===== config.mk =====
export PLATFORM = sky130hd
export DESIGN_NAME = bba_node_mem
export DESIGN_NICKNAME = d
export VERILOG_FILES = /design/src/sv/bba_pkg.sv /design/src/sv/bba_node_mem.sv
export SDC_FILE = /design/constraint.sdc
export NUM_CORES = 2
export LEC_CHECK = 0
export BUFFER_PORTS_ARGS = -buffer_cell sky130_fd_sc_hd__buf_2
export CORE_UTILIZATION = 37
export CTS_BUF_LIST = sky130_fd_sc_hd__clkbuf_16
export DETAILED_ROUTE_END_ITERATION = 6
export PLACE_DENSITY_LB_ADDON = 0.15
export RECOVER_POWER = 100
export SYNTH_ARGS = -nofsm -noshare
export SYNTH_HDL_FRONTEND = slang
export SYNTH_SLANG_ARGS = --single-unit

===== constraint.sdc =====
create_clock -name clk -period 7 [get_ports clk]
set_clock_uncertainty 0.05 [all_clocks]
set_input_delay 0.35 -clock clk [delete_from_list [all_inputs] [get_ports clk]]
set_output_delay 0.35 -clock clk [all_outputs]
set_load 0.02 [all_outputs]

===== src/sv/bba_pkg.sv =====
package bba_pkg;

    localparam int SIZE_W   = 15;
    localparam int OFFSET_W = 14;
    localparam int STATUS_W = 2;
    localparam int COUNT_W  = 11;
    localparam int K_W      = 5;

    typedef logic [1:0] node_code_t;

    localparam node_code_t NODE_UNALLOC  = 2'd0;
    localparam node_code_t NODE_FREE     = 2'd1;
    localparam node_code_t NODE_SPLIT    = 2'd2;
    localparam node_code_t NODE_RESERVED = 2'd3;

    typedef logic [STATUS_W-1:0] status_t;

    localparam status_t ST_OK        = 2'd0;
    localparam status_t ST_ZERO_SIZE = 2'd1;
    localparam status_t ST_NO_MEMORY = 2'd2;
    localparam status_t ST_BAD_FREE  = 2'd3;

    localparam logic REQ_ALLOC = 1'b0;
    localparam logic REQ_FREE  = 1'b1;

    // Smallest k with 2^k >= size, for size of at least one.
    function automatic logic [K_W-1:0] ceil_log2(input logic [SIZE_W-1:0] size);
        logic [SIZE_W-1:0] m;
        logic [K_W-1:0] k;
        m = size - SIZE_W'(1);
        k = '0;
        for (int b = 0; b < SIZE_W; b++)
        begin
            if (m[b])
            begin
                k = K_W'(b + 1);
            end
        end
        return k;
    endfunction

endpackage


===== src/sv/bba_node_mem.sv =====
module bba_node_mem #(
    parameter int AW = 11
) (
    input  logic                clk,
    input  logic                we,
    input  logic [AW-1:0]       waddr,
    input  bba_pkg::node_code_t wdata,
    input  logic [AW-1:0]       raddr,
    output bba_pkg::node_code_t rdata
);

    bba_pkg::node_code_t mem [2**AW];

    always_ff @(posedge clk)
    begin
        if (we)
        begin
            mem[waddr] <= wdata;
        end
        rdata <= mem[raddr];
    end

endmodule

* Word-level counts from Yosys, hierarchy flattened
Memories as Yosys holds them, arrays and structs flattened. A register that Yosys moved wholly into a read port is not among the register bits.
Index checks and enable logic that the tools add are counted.
** Word-level totals
- Register bits :: 0
- Memories :: 1
- Output and inout bits :: 2
- Bits in writable memories :: 4096
- Input port bits :: 26
** Operators by class
- Multiplexer cells :: 2
** Memories
- mem :: depth 2048, width 2, read ports 1, clocked after memory_dff 1, wr ports 1, RTL line bba_node_mem.sv:12 : bba_pkg::node_code_t mem [2**AW];
** Operators by type and width (number)
- $mux 1 :: 2

* Depth between registers and ports, before layout
- Depth in word-level cells :: 2
- Gate-level depth with buffers :: 16
- Depth with buffers taken out :: 9

* Least setup slack after synthesis
No wires, ideal clock.
- Path type :: input-to-reg
- Start point :: input raddr[1]
- End point :: register rdata[0] (read register of mem)
- Setup slack :: 4.258 ns
- Required time :: 6.823 ns
- Buffers on the path :: 4
- Library setup time :: 0.127 ns
- Stages :: 11
- Arrival :: 2.565 ns
- Cells stage by stage :: buf_6 buf_4 buf_2 clkbuf_1 mux4_2 mux4_2 mux2i_1 a21oi_1 nand4_1 o41ai_1 or3_1
** RTL lines
- start, declared :: RTL line bba_node_mem.sv:8 : input logic [AW-1:0] raddr,
- end, declared :: RTL line bba_node_mem.sv:9 : output bba_pkg::node_code_t rdata

* Final worst setup path
- Start point :: input waddr[1]
- End point :: memory mem[401][1] (netlist name), enable pin
** RTL lines
- start, declared :: RTL line bba_node_mem.sv:6 : input logic [AW-1:0] waddr,
- end, declared :: RTL line bba_node_mem.sv:12
No word-level cell before the write port.

==> results.yml <==
outcome:
  status: "finished with violations"
  failed_checks: "max-capacitance violations, max-slew violations"
route:
  viasPerCell: 5.84
  drc: 0
  wl_um: 556000
  drt-pass1-iter-count: 5
  wl_per_cell_um: 33.8
  drtIter0Drc: 12700
  antenna_left: 0
  vias: 96200
logic_synthesis:
  synthXorXnorAreaFrac: 0
  synth_cell_types: 81
  synth_compound_area_frac: 0.0378
  syn_nets: 10200
  async_flop_share: 0
  yosysWarningCount: 0
  synth_area_leaders: "edfxtp_1 (73%), mux4_2 (8.2%), nor2_1 (4.9%)"
  synth_mux_area_frac: 0.135
  ys_ff_latch: 4098
  synthFlopType: "edfxtp_1"
  synth_top_family_by_area: "multiplexers"
  yosysMostFrequentCell: "edfxtp_1"
  synth-edff-count: 4096
  netlist_area_um2: 169000
  synthCells: 10200
  synth-adder-area-share: 0
  synth_top_cell_area_share: 0.729
  netlist_top_cells_count: "edfxtp_1 (4096), nor2_1 (2181), mux2i_1 (798)"
  avgSynthCellArea_um2: 16.6
  synth_simple_gate_area_frac: 0.0687
  yosysTopAreaCell: "edfxtp_1"
  yosysSeqAreaShare: 0.729
min_path:
  hp-start: "waddr[0]"
  hold_path_end: "mem[1344][0]"
  min_path_cells: 5
  min_path_type: "primary input to flip-flop"
setup_path:
  critPathMostFrequentCell: "clkbuf_1"
  startpoint_type: "primary input"
  cp_slowest_cell: "nand3_1"
  path_cells: "dlygate4sd3_1, clkbuf_1, nor2b_1, clkbuf_1, nand3_1, buf_4, nor2_1"
  worstReg2RegEnd: "rdata[0]"
  worst-setup-path-type: "primary input to flip-flop"
  required_ns: 7.58
  worstPathArrival_ns: 6.45
  reg2reg_from: "mem[1216][0]"
  r2r_cells: 8
  reg2reg_slack_ns: 2.90
  slowest_delay_ns: 2.36
  cp_max_fo: 25
  cp-end-kind: "flip-flop"
floorplanning:
  fp-row-count: 247
  die_h_um: 677
  die_w_um: 677
  start_util: 0.372
  fp.coreArea_um2: 453000
  dieArea_um2: 459000
  ios: 28
timing:
  finalCritPeriodShare: 0.839
  relSlewSlack: -2.27
  finalSetupViolCount: 0
  whs_ns: 0.0928
  period_minus_slack_ns: 5.87
  fmax_mhz: 170
  hold_viol: 0
  rsz0062_at_grt: "no"
  worst_slew_pin_slew_ns: 4.90
  slew_violations: 2947
  fin_setup_tns_ns: 0
clock_network:
  clock_latency_ns: 1.00
  cts.htree.levels: 5
  cts_resized: 0
  clkSinkCount: 4098
  post_cts.repair.setup_buffers: 0
  cts_tree: "done"
  path_clk_slew_ns: 0.06
  numCtsBuffers: 437
  max-clock-path-buffers: 4
  root_buffer: "clkbuf_16"
power:
  p_sw_w: 0.0116
  pwr-share-clk: 0.440
  p_leak_nw: 58.1
  powerDensity_nw_per_um2: 280
  internal_power_w: 0.0412
  p_sw_frac: 0.220
  vdd_drop_max_mv: 0.227
  pwr-share-comb: 0.048
  p_seq_frac: 0.512
placement:
  placement.io_buffers: 27
  hpwl_um: 322000
  place.gp.congestion: 0.835
cells_and_area:
  area_growth_pct: 11.9
  final_util: 0.416
  final_nets: 10100
  layout-drive-gt1-share: 0.152
grt:
  antenna_found_initial: 69
  grt_max_degree: 230
  grt_pass1_wl_um: 767000
  grt-ovfl-total: 0
  grt_use_total: 0.237
  grt_pass1_vias: 97900
run:
  maxCapViolations: 85
## final cells by class
type	instances	area, um2
sequential	4098	123000
timing repair buffer	354	3010
inverter	4	27.5
multi-input combinational	5219	40900
clock inverter	358	3130
tap	5976	7480
fill	40400	265000
clock buffer	445	11100
antenna	22	55.1
## per-stage QoR
stage	setup WS, ns	area, um2	instances	total power [W]
after floorplan	4.26	169000	10200	0.0289
after global placement	0.847	175000	15600	0.0301
after detailed placement	1.34	175000	15600	0.0301
after CTS	2.44	190000	16500	0.0531
after global routing	1.17	189000	16500	0.0541
final	1.13	189000	16500	0.0528
## kinds of logic (layout without fill, tap and decap cells)
group,Yosys count,after routing
AND/OR/NAND/NOR,2850,2850
multiplexers,1459,1459
buffers and inverters,857,1161
AO/OA/AOI/OAI,910,910
other,0,22
flip-flops,4098,4098
## per-layer routing
layer,GRT usage,vias up,part of all wire,routed length [um]
met5,0,-,0.000043,24
met4,0.0692,4,0.032,17800
met3,0.0397,826,0.084,46800
met2,0.379,4340,0.47,260000
met1,0.333,51300,0.42,232000
li1,-,39700,-,-
## worst max-delay path: cells and delay by family
| kind | cells | cell delay [ns] |
|---|---|---|
| buffers and inverters | 4 | 2.30 |
| AND/OR/NAND/NOR | 3 | 3.67 |
## layout by cell type, fill, tap and decap left out, types with 149 or more instances in the layout
cell type,n
a21oi_1,149
buf_4,205
clkbuf_16,445
edfxtp_1,4096
mux2i_1,797
mux4_2,612
nand2_1,228
nor2_1,2176
nor3_1,153
o221ai_1,251
o22ai_1,178
## power by group through the flow
stage                     registers (W)  logic (W)  clock network (W)
final                            0.0270    0.00254             0.0232
after global routing             0.0270    0.00266             0.0244
after CTS                        0.0270    0.00258             0.0235
after detailed placement         0.0275    0.00257                  0
after global placement           0.0275    0.00255                  0
after floorplan                  0.0275    0.00135                  0
## worst max-delay path by stage
stage / cells after the start / from / endpoint
after detailed placement: 14 / raddr[0] / rdata[0]
final: 7 / waddr[1] / mem[401][1]
after global routing: 7 / waddr[1] / mem[689][0]
after CTS: 14 / raddr[0] / rdata[0]
after floorplan: 11 / raddr[1] / rdata[0]
after global placement: 14 / raddr[0] / rdata[0]
## registers in the layout (all words and copies together), names as in the netlist
name / count
mem: 4096
rdata: 2
## what timing repair did
item                                   in CTS  in global routing
endpoints found under the hold margin     305                  0
setup endpoints to repair                   0                  0
hold buffers                                7                  0
(Power assumes the default switching activity.)
